<file path="src/rtl/core/lwd_pkg.sv">
`timescale 1ns / 1ps
// lwd_pkg: shared types, codes and constants for the liveness watchdog.
// No dependencies; imported by every module of the block.
package lwd_pkg;

    // Configuration port geometry (64-bit registers at 8-byte strides)
    localparam int DATA_W = 64;
    localparam int ADDR_W = 5;

    // Default number of watched channels
    localparam int CHANNELS_DEF = 8;
    localparam int MASK_W       = 8;

    // Register indexes (paddr[4:3])
    localparam logic [1:0] REG_AUTO_RESTART = 2'd0;
    localparam logic [1:0] REG_STALE_G0     = 2'd1;
    localparam logic [1:0] REG_STALE_G1     = 2'd2;

    // Reset thresholds in ms: ch0..3 = 200,100,100,1000; ch4..7 = 500,5000,100,2000
    localparam logic [63:0] STALE_G0_RST = 64'h03E8_0064_0064_00C8;
    localparam logic [63:0] STALE_G1_RST = 64'h07D0_0064_1388_01F4;

    // Threshold scaling: 16-bit ms times 1000 fits in 26 bits
    localparam int          STALE_MS_W = 16;
    localparam int          STALE_US_W = 26;
    localparam logic [9:0]  US_PER_MS  = 10'd1000;

    // Item action codes
    localparam logic [1:0] ACT_POLL    = 2'd0;
    localparam logic [1:0] ACT_RESTART = 2'd1;
    localparam logic [1:0] ACT_CRASH   = 2'd2;

    // Result event codes
    localparam logic [1:0] EV_NONE  = 2'd0;
    localparam logic [1:0] EV_ALIVE = 2'd1;
    localparam logic [1:0] EV_DEAD  = 2'd2;

    // Configuration values handed from the register file to the datapath
    typedef struct packed {
        logic [MASK_W-1:0] auto_restart_mask;
        logic [63:0]       stale_g0;
        logic [63:0]       stale_g1;
    } lwd_cfg_t;

endpackage

</file>
<file path="src/rtl/core/multi_channel_liveness_watchdog_top.sv">
`timescale 1ns / 1ps
// Liveness watchdog top: input register, per-channel state table and result register.
// Items pass through the input register, then the result register; out_stall holds both.
// Throughput: one item per cycle if unstalled; per-channel state is read and written in one pass.
// Reset (rst_n, async): all channel state, counters and valids clear; thresholds take defaults.
// Items naming a channel at or above CHANNELS are dropped at the input and give no result.
// Depends on lwd_pkg and lwd_cfg.
module multi_channel_liveness_watchdog_top
    import lwd_pkg::*;
#(
    parameter int CHANNELS = CHANNELS_DEF
)
(
    input  logic              clk,
    input  logic              rst_n,
    // configuration port
    input  logic              psel,
    input  logic              penable,
    input  logic              pwrite,
    input  logic [ADDR_W-1:0] paddr,
    input  logic [DATA_W-1:0] pwdata,
    output logic [DATA_W-1:0] prdata,
    output logic              pready,
    // input channel
    input  logic              in_valid,
    output logic              in_stall,
    input  logic [1:0]        action,
    input  logic [2:0]        channel,
    input  logic [63:0]       now_us,
    input  logic [63:0]       beat_us,
    // result channel
    output logic              out_valid,
    input  logic              out_stall,
    output logic [2:0]        out_channel,
    output logic [1:0]        event_res,
    output logic              alive,
    output logic              ever_alive,
    output logic [63:0]       age_us,
    output logic [63:0]       last_heartbeat_us,
    output logic              restart_request,
    output logic              recovered,
    output logic [31:0]       restarts,
    output logic [31:0]       crashes
);

    localparam int CH_IDX_W = (CHANNELS > 1) ? $clog2(CHANNELS) : 1;

    lwd_cfg_t cfg;

    lwd_cfg u_lwd_cfg (
        .clk     (clk),
        .rst_n   (rst_n),
        .psel    (psel),
        .penable (penable),
        .pwrite  (pwrite),
        .paddr   (paddr),
        .pwdata  (pwdata),
        .prdata  (prdata),
        .pready  (pready),
        .cfg     (cfg)
    );

    // ---------------- input stage ----------------
    logic                  s1_valid_reg, s1_valid_next;
    logic [1:0]            s1_action_reg;
    logic [2:0]            s1_chan_reg;
    logic [63:0]           s1_now_reg;
    logic [63:0]           s1_cl_reg;
    logic                  s1_sig_nz_reg;
    logic [STALE_US_W-1:0] s1_stale_reg;

    logic                  s1_advance;
    logic                  in_load;
    logic                  chan_ok;
    logic [63:0]           in_grp;
    logic [STALE_MS_W-1:0] in_ms;
    logic [STALE_US_W-1:0] in_stale;
    logic [63:0]           in_cl;

    assign s1_advance = !out_valid || !out_stall;
    assign in_stall   = s1_valid_reg && !s1_advance;
    assign in_load    = in_valid && !in_stall;
    assign chan_ok    = {1'b0, channel} < 4'(CHANNELS);

    // Threshold lookup and clamp of the heartbeat to now
    assign in_grp   = channel[2] ? cfg.stale_g1 : cfg.stale_g0;
    assign in_ms    = in_grp[channel[1:0]*STALE_MS_W +: STALE_MS_W];
    assign in_stale = STALE_US_W'(in_ms) * STALE_US_W'(US_PER_MS);
    assign in_cl    = (beat_us > now_us) ? now_us : beat_us;

    always_comb
    begin
        if (in_load)
            s1_valid_next = chan_ok;
        else if (s1_advance)
            s1_valid_next = 1'b0;
        else
            s1_valid_next = s1_valid_reg;
    end

    always_ff @(posedge clk or negedge rst_n)
    begin
        if (!rst_n)
            s1_valid_reg <= 1'b0;
        else
            s1_valid_reg <= s1_valid_next;
    end

    always_ff @(posedge clk)
    begin
        if (in_load)
        begin
            s1_action_reg <= action;
            s1_chan_reg   <= channel;
            s1_now_reg    <= now_us;
            s1_cl_reg     <= in_cl;
            s1_sig_nz_reg <= (beat_us != 64'd0);
            s1_stale_reg  <= in_stale;
        end
    end

    // ---------------- channel state table ----------------
    logic [63:0] hb_reg      [CHANNELS];
    logic        alive_reg   [CHANNELS];
    logic        ever_reg    [CHANNELS];
    logic        interv_reg  [CHANNELS];
    logic [31:0] restart_reg [CHANNELS];
    logic [31:0] crash_reg   [CHANNELS];

    logic [CH_IDX_W-1:0] idx;
    logic                commit;
    logic                is_poll;
    logic [63:0]         last_cur;
    logic                upd;
    logic [63:0]         new_last;
    logic [63:0]         d_cl;
    logic [63:0]         d_last;
    logic                last_ge_now;
    logic                alive_cl;
    logic                alive_last;
    logic                alive_now;
    logic                alive_prev;
    logic                new_alive;
    logic                new_ever;
    logic                new_interv;
    logic [31:0]         new_restarts;
    logic [31:0]         new_crashes;
    logic [1:0]          ev;
    logic                req;
    logic                rec;
    logic [63:0]         age;

    assign idx      = s1_chan_reg[CH_IDX_W-1:0];
    assign commit   = s1_valid_reg && s1_advance;
    assign is_poll  = (s1_action_reg == ACT_POLL);
    assign last_cur = hb_reg[idx];

    // Poll evaluation: both candidate heartbeats are judged in parallel
    assign upd         = s1_sig_nz_reg && (s1_cl_reg > last_cur);
    assign new_last    = upd ? s1_cl_reg : last_cur;
    assign d_cl        = s1_now_reg - s1_cl_reg;
    assign d_last      = s1_now_reg - last_cur;
    assign last_ge_now = (last_cur >= s1_now_reg);
    assign alive_cl    = (d_cl <= 64'(s1_stale_reg));
    assign alive_last  = (last_cur != 64'd0)
                         && (last_ge_now || (d_last <= 64'(s1_stale_reg)));
    assign alive_now   = upd ? alive_cl : alive_last;
    assign alive_prev  = alive_reg[idx];

    // Next state and result fields for the item in the input stage
    always_comb
    begin
        new_alive    = alive_prev;
        new_ever     = ever_reg[idx];
        new_interv   = interv_reg[idx];
        new_restarts = restart_reg[idx];
        new_crashes  = crash_reg[idx];
        ev           = EV_NONE;
        req          = 1'b0;
        rec          = 1'b0;
        age          = 64'd0;
        case (s1_action_reg)
            ACT_POLL:
            begin
                new_alive = alive_now;
                new_ever  = ever_reg[idx] || upd;
                if (!alive_prev && alive_now)
                begin
                    ev  = EV_ALIVE;
                    rec = interv_reg[idx];
                end
                else if (alive_prev && !alive_now)
                begin
                    ev  = EV_DEAD;
                    req = cfg.auto_restart_mask[s1_chan_reg];
                end
                if (upd)
                    age = d_cl;
                else if (last_cur == 64'd0)
                    age = '1;
                else if (last_ge_now)
                    age = 64'd0;
                else
                    age = d_last;
            end
            ACT_RESTART:
            begin
                new_restarts = restart_reg[idx] + 32'd1;
                new_interv   = 1'b1;
            end
            ACT_CRASH:
            begin
                new_crashes = crash_reg[idx] + 32'd1;
                new_interv  = 1'b1;
            end
            default: ;
        endcase
    end

    // State write-back as the item moves to the result register
    always_ff @(posedge clk or negedge rst_n)
    begin
        if (!rst_n)
        begin
            for (int i = 0; i < CHANNELS; i++)
            begin
                hb_reg[i]      <= '0;
                alive_reg[i]   <= 1'b0;
                ever_reg[i]    <= 1'b0;
                interv_reg[i]  <= 1'b0;
                restart_reg[i] <= '0;
                crash_reg[i]   <= '0;
            end
        end
        else if (commit)
        begin
            if (is_poll)
                hb_reg[idx] <= new_last;
            alive_reg[idx]   <= new_alive;
            ever_reg[idx]    <= new_ever;
            interv_reg[idx]  <= new_interv;
            restart_reg[idx] <= new_restarts;
            crash_reg[idx]   <= new_crashes;
        end
    end

    // ---------------- result register ----------------
    logic out_valid_reg;

    always_ff @(posedge clk or negedge rst_n)
    begin
        if (!rst_n)
            out_valid_reg <= 1'b0;
        else if (s1_advance)
            out_valid_reg <= s1_valid_reg;
    end

    always_ff @(posedge clk)
    begin
        if (commit)
        begin
            out_channel       <= s1_chan_reg;
            event_res         <= ev;
            alive             <= new_alive;
            ever_alive        <= new_ever;
            age_us            <= age;
            last_heartbeat_us <= is_poll ? new_last : last_cur;
            restart_request   <= req;
            recovered         <= rec;
            restarts          <= new_restarts;
            crashes           <= new_crashes;
        end
    end

    assign out_valid = out_valid_reg;

endmodule

</file>
<file path="src/rtl/core/lwd_cfg.sv">
`timescale 1ns / 1ps
// lwd_cfg: APB-style configuration registers of the liveness watchdog.
// Depends on lwd_pkg.
module lwd_cfg
    import lwd_pkg::*;
(
    input  logic              clk,
    input  logic              rst_n,
    input  logic              psel,
    input  logic              penable,
    input  logic              pwrite,
    input  logic [ADDR_W-1:0] paddr,
    input  logic [DATA_W-1:0] pwdata,
    output logic [DATA_W-1:0] prdata,
    output logic              pready,
    output lwd_cfg_t          cfg
);

    logic [MASK_W-1:0] mask_reg;
    logic [63:0]       stale_g0_reg;
    logic [63:0]       stale_g1_reg;
    logic [1:0]        reg_idx;
    logic              wr_en;

    assign pready  = 1'b1;
    assign reg_idx = paddr[4:3];
    assign wr_en   = psel && penable && pwrite && pready;

    // Register writes; an index past the list is dropped
    always_ff @(posedge clk or negedge rst_n)
    begin
        if (!rst_n)
        begin
            mask_reg     <= '0;
            stale_g0_reg <= STALE_G0_RST;
            stale_g1_reg <= STALE_G1_RST;
        end
        else if (wr_en)
        begin
            case (reg_idx)
                REG_AUTO_RESTART: mask_reg     <= pwdata[MASK_W-1:0];
                REG_STALE_G0:     stale_g0_reg <= pwdata;
                REG_STALE_G1:     stale_g1_reg <= pwdata;
                default:          ;
            endcase
        end
    end

    // Read mux
    always_comb
    begin
        case (reg_idx)
            REG_AUTO_RESTART: prdata = {{(DATA_W-MASK_W){1'b0}}, mask_reg};
            REG_STALE_G0:     prdata = stale_g0_reg;
            REG_STALE_G1:     prdata = stale_g1_reg;
            default:          prdata = '0;
        endcase
    end

    assign cfg.auto_restart_mask = mask_reg;
    assign cfg.stale_g0          = stale_g0_reg;
    assign cfg.stale_g1          = stale_g1_reg;

endmodule

</file>
<file path="config.mk">
export PLATFORM = sky130hd
export DESIGN_NAME = multi_channel_liveness_watchdog_top
export DESIGN_NICKNAME = d
export VERILOG_FILES = /design/src/rtl/core/lwd_pkg.sv /design/src/rtl/core/multi_channel_liveness_watchdog_top.sv /design/src/rtl/core/lwd_cfg.sv
export SDC_FILE = /design/constraint.sdc
export NUM_CORES = 2
export LEC_CHECK = 0
export BUFFER_PORTS_ARGS = -buffer_cell sky130_fd_sc_hd__buf_2
export CAP_MARGIN = 10
export CORE_MARGIN = 8
export CORE_UTILIZATION = 45
export CTS_CLUSTER_SIZE = 30
export DETAILED_ROUTE_END_ITERATION = 8
export GPL_ROUTABILITY_DRIVEN = 0
export HOLD_SLACK_MARGIN = 0.05
export PLACE_DENSITY_LB_ADDON = 0.05
export SLEW_MARGIN = 20
export SYNTH_ARGS = -nofsm -noshare
export SYNTH_HDL_FRONTEND = slang
export SYNTH_SLANG_ARGS = --single-unit
export TNS_END_PERCENT = 10
</file>
<file path="constraint.sdc">
create_clock -name clk -period 8.5 [get_ports clk]
set_clock_uncertainty 0.15 [all_clocks]
set_input_delay 0.425 -clock clk [delete_from_list [all_inputs] [get_ports clk]]
set_output_delay 0.425 -clock clk [all_outputs]
set_load 0.05 [all_outputs]
</file>
Word level (Yosys, flattened, before mapping)
Cells that the tools add are included.
- register bits after elaboration: 1544
- logic and storage cells: 174
- add/sub/neg operators: 4
- multipliers: 1
- $lt $le $gt $ge: 8
- eq/ne operators: 4
- shift operators: 1
- multiplexer cells: 50
- bitwise logic cells: 3
- reduce and logical (&&, ||, !) cells: 33
- operators with widths (operator ; count):
    $mux W64 ; 10
    $bwmux W256 ; 2
    $bwmux W512 ; 1
    $mux W32 ; 7
    $bmux W32 S3 ; 2
    $bmux W64 S3 ; 1
    $demux W64 S3 ; 1
    $pmux W64 S3 ; 1
    $gt A64 B64 Y1 ; 2
    $le A64 B26 Y1 ; 2
    $reduce_bool A64 Y1 ; 2
    $sub A64 B64 Y64 ; 2
    $demux W32 S3 ; 1
    $add A32 B1 Y32 const B ; 2
    $ge A64 B64 Y1 ; 1
    $logic_not A64 Y1 ; 1
    $shiftx A64 B7 Y16 ; 1
    $bwmux W8 ; 3
    $mul A16 B7 Y23 const B ; 1
    $mux W1 ; 15
    $bmux W1 S3 ; 4
    $logic_and A1 B1 Y1 ; 10
    $reduce_and A2 Y1 ; 5
    $logic_not A1 Y1 ; 6
    14 further kinds ; 21

Depth between registers and ports, before layout
- depth after elaboration: 13
- depth in mapped cells: 34

Hierarchy
A second synthesis with hierarchy kept.
- cell total of the unflattened synthesis: 8135
- area total of the unflattened synthesis: 83804.1 µm²
- modules (own cells, without submodules) (module ; instances ; cells an instance ; area each (µm²) ; sequential area each (µm²)):
    multi_channel_liveness_watchdog_top ; 1 ; 7746 ; 77665.7 ; 37025.5
    lwd_cfg ; 1 ; 389 ; 6138.4 ; 3447.1

Worst setup path before layout
OpenSTA, ideal clock, no wires.
- path kind: register to register
- start point: register out_valid_reg, in the netlist out_valid
- end point: register hb_reg[118] in the netlist's numbering
- setup time: 0.145 ns
- data arrival time: 8.756 ns
- required time: 8.205 ns
- slack: -0.552 ns
- stages on the path, launching flop included: 10
- buffers on the path: 4
- cell sequence: dfrtp_1 > nand2_1 > and2_1 > clkbuf_1 > clkbuf_1 > nand3_1 > clkbuf_1 > clkbuf_1 > nand2_1 > o21ai_0
- word-level cells in the longest chain between the ends: 4
- RTL lines (what ; line ; source):
    start: declaration ; multi_channel_liveness_watchdog_top.sv:248 ; logic out_valid_reg;
    start signal: assignment ; multi_channel_liveness_watchdog_top.sv:255 ; out_valid_reg <= s1_valid_reg;
    $logic_not A1 Y1 ; multi_channel_liveness_watchdog_top.sv:80 ; assign s1_advance = !out_valid || !out_stall;
    $logic_or A1 B1 Y1 ; multi_channel_liveness_watchdog_top.sv:80 ;
    $logic_and A1 B1 Y1 ; multi_channel_liveness_watchdog_top.sv:154 ; assign commit = s1_valid_reg && s1_advance;
    net commit ; multi_channel_liveness_watchdog_top.sv:131 ; logic commit;
    $reduce_and A2 Y1 (no line) ; n/a ;
    end signal: indexed assignment ; multi_channel_liveness_watchdog_top.sv:238 ; hb_reg[idx] <= new_last;
    end: declaration ; multi_channel_liveness_watchdog_top.sv:123 ; logic [63:0] hb_reg [CHANNELS];
The timed path passes the listed nets, and every way through them passes these cells.
A chain may end at the register's enable or synchronous reset.

Worst setup path after layout
- start point: register s1_chan_reg[0], in the netlist idx[0]
- end point: register alive_reg[1] in the netlist's numbering
- word-level cells in the longest chain between the ends: 11
- elaborated cells on any way between the ends: 23
- those cells by class: 1 x add/sub; 5 x order compare; 11 x mux; 1 x bitwise; 5 x reduce/logical
- RTL lines (what ; line ; source):
    start: declaration ; multi_channel_liveness_watchdog_top.sv:66 ; logic [2:0] s1_chan_reg;
    start signal: assignment ; multi_channel_liveness_watchdog_top.sv:114 ; s1_chan_reg <= channel;
    $not A3 Y4 (not written as such) (*) ; multi_channel_liveness_watchdog_top.sv:156, multi_channel_liveness_watchdog_top.sv:168 ;
    $bmux W64 S3 ; multi_channel_liveness_watchdog_top.sv:156 ; assign last_cur = hb_reg[idx];
    $mux W64 (not written as such) (2 in a row) ; multi_channel_liveness_watchdog_top.sv:156 ;
    $sub A64 B64 Y64 ; multi_channel_liveness_watchdog_top.sv:162 ; assign d_last = s1_now_reg - last_cur;
    $le A64 B26 Y1 ; multi_channel_liveness_watchdog_top.sv:166 ; && (last_ge_now || (d_last <= 64'(s1_stale_reg)));
    $logic_or A1 B1 Y1 ; multi_channel_liveness_watchdog_top.sv:166 ;
    $logic_and A1 B1 Y1 ; multi_channel_liveness_watchdog_top.sv:166 ;
    $mux W1 ; multi_channel_liveness_watchdog_top.sv:167 ; assign alive_now = upd ? alive_cl : alive_last;
    $mux W1 (*) ; multi_channel_liveness_watchdog_top.sv:182 ; case (s1_action_reg)
    net new_alive ; multi_channel_liveness_watchdog_top.sv:143 ; logic new_alive;
    $bwmux W8 (*) ; multi_channel_liveness_watchdog_top.sv:239 ; alive_reg[idx] <= new_alive;
    end signal: indexed assignment ; multi_channel_liveness_watchdog_top.sv:239 ;
    end: declaration ; multi_channel_liveness_watchdog_top.sv:124 ; logic alive_reg [CHANNELS];
Mark *: on every way through the listed nets, which the timed path passes. The rest lies on a longest branch. The select of a mux whose other input is x is not followed.

==> key figures <==
STA
  • # setup viols final: 0
  • Fin Hold WS: around 0.20 ns
  • RSZ-0062 raised after global routing: false
  • Crit path time final: about 8.1 ns
  • Slew headroom: approximately 23%
  • Final Hold Viols: 0
  • Period utilisation layout: about 95%
  • Final setup TNS: 0 ns
  • Slew of the pin with the lowest slew margin: 1.15 ns
  • Slew Viols, Final: 0
  • FMAX: roughly 120 MHz

Global route
  • First-pass GRT wire length: ~420 mm
  • Initial antenna violation count: 10
  • Number of global-route vias before repair: between 60,000 and 70,000
  • Overall Global Routing Usage: between 20% and 30%
  • GR Overflow Total: 0
  • Pin count of the biggest net entering global routing: about 190

Worst setup path
  • Slowest-stage cell, CP: o31ai_1
  • Reg-to-Reg End: alive_reg[1]
  • Worst r2r path cells: 28
  • FF-to-FF Start: idx[0]
  • Critical path arrival: about 8.7 ns
  • Worst setup SP type: flip-flop
  • Worst Path Required: between 9 and 10 ns
  • Nature of the critical path endpoint: flip-flop
  • Critical Path Sink: alive_reg[1]
  • Crit-path max FO: 16
  • Reg-to-reg slack, setup: around 0.45 ns
  • Crit path kind: flip-flop to flip-flop
  • Max incr delay on CP: around 0.46 ns
  • Worst setup path start: idx[0]

Detailed routing
  • DR iter-0 viols: 5,176
  • WL met3: between 15 and 20 mm
  • Drt pass-1 iters: 7
  • Via count: a little over 60,000
  • Max layer used: met5
  • Residual DRC: 0
  • Post-Route WL: between 200 and 300 mm
  • Via/cell ratio: roughly 6
  • Met2 WL: 132 mm
  • Detail Route Antenna Nets: 0
  • DRT met1 WL: 119 mm
  • Post-detailed-route wirelength per cell: roughly 27 um

Synth
  • Unique masters post-synth: 96
  • Multiplexer area fraction after synthesis: about 14%
  • Post-synthesis register bit count: between 1,500 and 2,000
  • Syn Inst Count: 7,496
  • Compound-Gate Fraction of Synth Area: about 15%
  • Post-synth top flop: dfrtp_1
  • Net count after synthesis: 8,120
  • Sequential share of the synthesized area: 49.3%
  • FFs w/ async S/R, synth: between 70% and 80%
  • Post-synth top area cell: dfrtp_1
  • Top cells by area, synth: dfrtp_1 (35%), edfxtp_1 (13%), mux2_2 (9.9%)
  • Post-Synth Simple-Gate Area: 9.27%
  • Syn. warnings: 0
  • Area share of fa/ha/maj cells after synthesis: 6.84%
  • Xor-xnor portion of the synthesized cell area: slightly above 2%
  • Yosys top cell area share: about a third
  • Post-synth EDFFs: around 360
  • Post-Syn Area per Cell: 10.9 um2
  • Main combinational cell family by area after synthesis: compound AO/OA/AOI/OAI gates
  • Synthesized area: between 80,000 and 90,000 um2

Final layout
  • Fraction of layout cells with a size suffix above 1: 22.7%
  • Fin nets: around 8,700
  • Most common cell after layout, fill and taps aside: dfrtp_1
  • Layout area overhead: 15.8%
  • Most frequent cells in the layout: dfrtp_1 (1,151), nand2_1 (895), o21ai_0 (837)
  • Fillers: 16,200
  • Max reg flops: 512

Placed design
  • Detailed Place HPWL: ~190 mm
  • PortBufs: 472

Status
  • Status: complete, no violations

Floorplanning
  • Core area: around 180,000 um2
  • Initial Utilization: a little under half
  • Height of the die: about 440 um
  • Die ar.: ~200,000 um2
  • Chip Width: between 400 and 500 um
  • Num rows: about 160
  • I/O pin count: 477

Clock tree
  • CTS Buffer Depth: 3
  • Worst-path clk slew: roughly 0.060 ns
  • TritonCTS buffer count: 170
  • TritonCTS clock tree: built
  • Post-CTS setup buffers: 0
  • CTS HTree Levels: 4
  • Root Buffer: clkbuf_16
  • Sink Count: 1,544
  • Clock latency on the worst-skew pair: approximately 0.84 ns

Flow run
  • Max-cap violations: 0

Pwr
  • PD cells: between 300 and 400 nW/um2
  • VDD IR-drop max: around 0.58 mV
  • Tot Pwr: between 20,000 and 30,000 uW
  • Leak pwr: 0.0425 uW

Worst hold path
  • Hold crit path type: primary input to asynchronous set/reset pin
## worst max-delay path, delay by kind of cell (launching register included)
| family | cells | cell delay (ns) |
|---|---|---|
| buffers and inverters | 3 | 0.70 |
| multiplexers | 1 | 0.22 |
| flip-flops | 1 | 0.43 |
| AO/OA/AOI/OAI | 14 | 3.95 |
| XOR/XNOR | 1 | 0.27 |
| AND/OR/NAND/NOR | 7 | 1.62 |
| adder cells (fa/ha/maj) | 2 | 0.60 |
## synthesized netlist by cell type, types with 24 or more instances
master	count
dfrtp_1	1151
nand2_1	904
o21ai_0	839
mux2_2	725
ha_1	359
edfxtp_1	358
a21oi_1	354
clkbuf_1	339
nor2_1	310
inv_1	269
xnor2_1	127
a22oi_1	125
a221oi_1	122
nand4_1	111
mux2i_1	96
mux4_2	96
a21o_1	90
a22o_1	78
nor3_1	67
xor2_1	62
nand3_1	57
fa_1	56
nor4_1	45
nor2b_1	44
buf_2	43
a211oi_1	40
o21a_1	40
o21ai_1	40
o21bai_1	38
buf_4	36
buf_1	35
dfstp_2	35
nand2b_1	34
and3_1	26
a31oi_1	24
## what timing repair did
item                       in CTS  in global routing
hold buffers                  201                  0
hold endpoints to repair      375                  0
resized for setup               0                  3
setup endpoints to repair       0                 13
## final cells by class
type                            count  area (um2)  share of cell area (%)
Sequential cell                  1544       40500                    42.6
Multi-Input combinational cell   5211       38900                    40.9
Timing Repair Buffer              837        5830                    6.14
Clock buffer                      254        5060                    5.32
Tap cell                         2370        2970                    3.12
Inverter                          271        1020                    1.07
Clock inverter                     65         774                   0.815
Antenna cell                        1        2.50                 0.00263
## how the worst min path moves through the flow
stage / start / to / slack [ns] / cells after the start
4_1_cts: action[1] / s1_action_reg[1] / 0.14 / 2
3_5_place_dp: hb_reg[470] / hb_reg[470] / 0.31 / 2
2_1_floorplan: rst_n / alive_reg[0] / -0.02 / 0
3_3_place_gp: hb_reg[63] / hb_reg[63] / 0.31 / 2
6_report: rst_n / out_valid / 0.20 / 2
5_1_grt: now_us[29] / s1_now_reg[29] / 0.18 / 2
## kinds of logic (layout without fill, tap and decap cells)
group                    after synthesis  after routing
adder cells (fa/ha/maj)              415            415
flip-flops                          1544           1544
buffers and inverters                741           1427
AO/OA/AOI/OAI                       1985           1985
AND/OR/NAND/NOR                     1704           1704
other                                  1              2
multiplexers                         917            917
XOR/XNOR                             189            189
## through the flow
stage | area [um2] | setup slack (ns) | utilization, % | instances
floorplan | 82100 | 1.26 | - | 7496
global placement | 87100 | 0.678 | 48.1 | 10000
detailed placement | 87100 | 0.518 | 48.1 | 10000
CTS | 94900 | 0.477 | 52.5 | 10600
global route | 95000 | 0.0260 | 52.5 | 10600
finish | 95000 | 0.448 | 52.5 | 10600
## metal layers
layer	vias up	track usage, %
met4	6	12.3
li1	28500	-
met1	31200	36.5
met5	-	0
met2	2000	45.7
met3	538	4.22
## power breakdown
part	internal, uW	leakage [uW]	switching [uW]	total [uW]
registers	9510	0.0191	847	10400
clock network	4430	0.00285	3180	7610
logic	4350	0.0206	6610	11000
total	18300	0.0425	10600	28900
(Power assumes the default switching activity.)
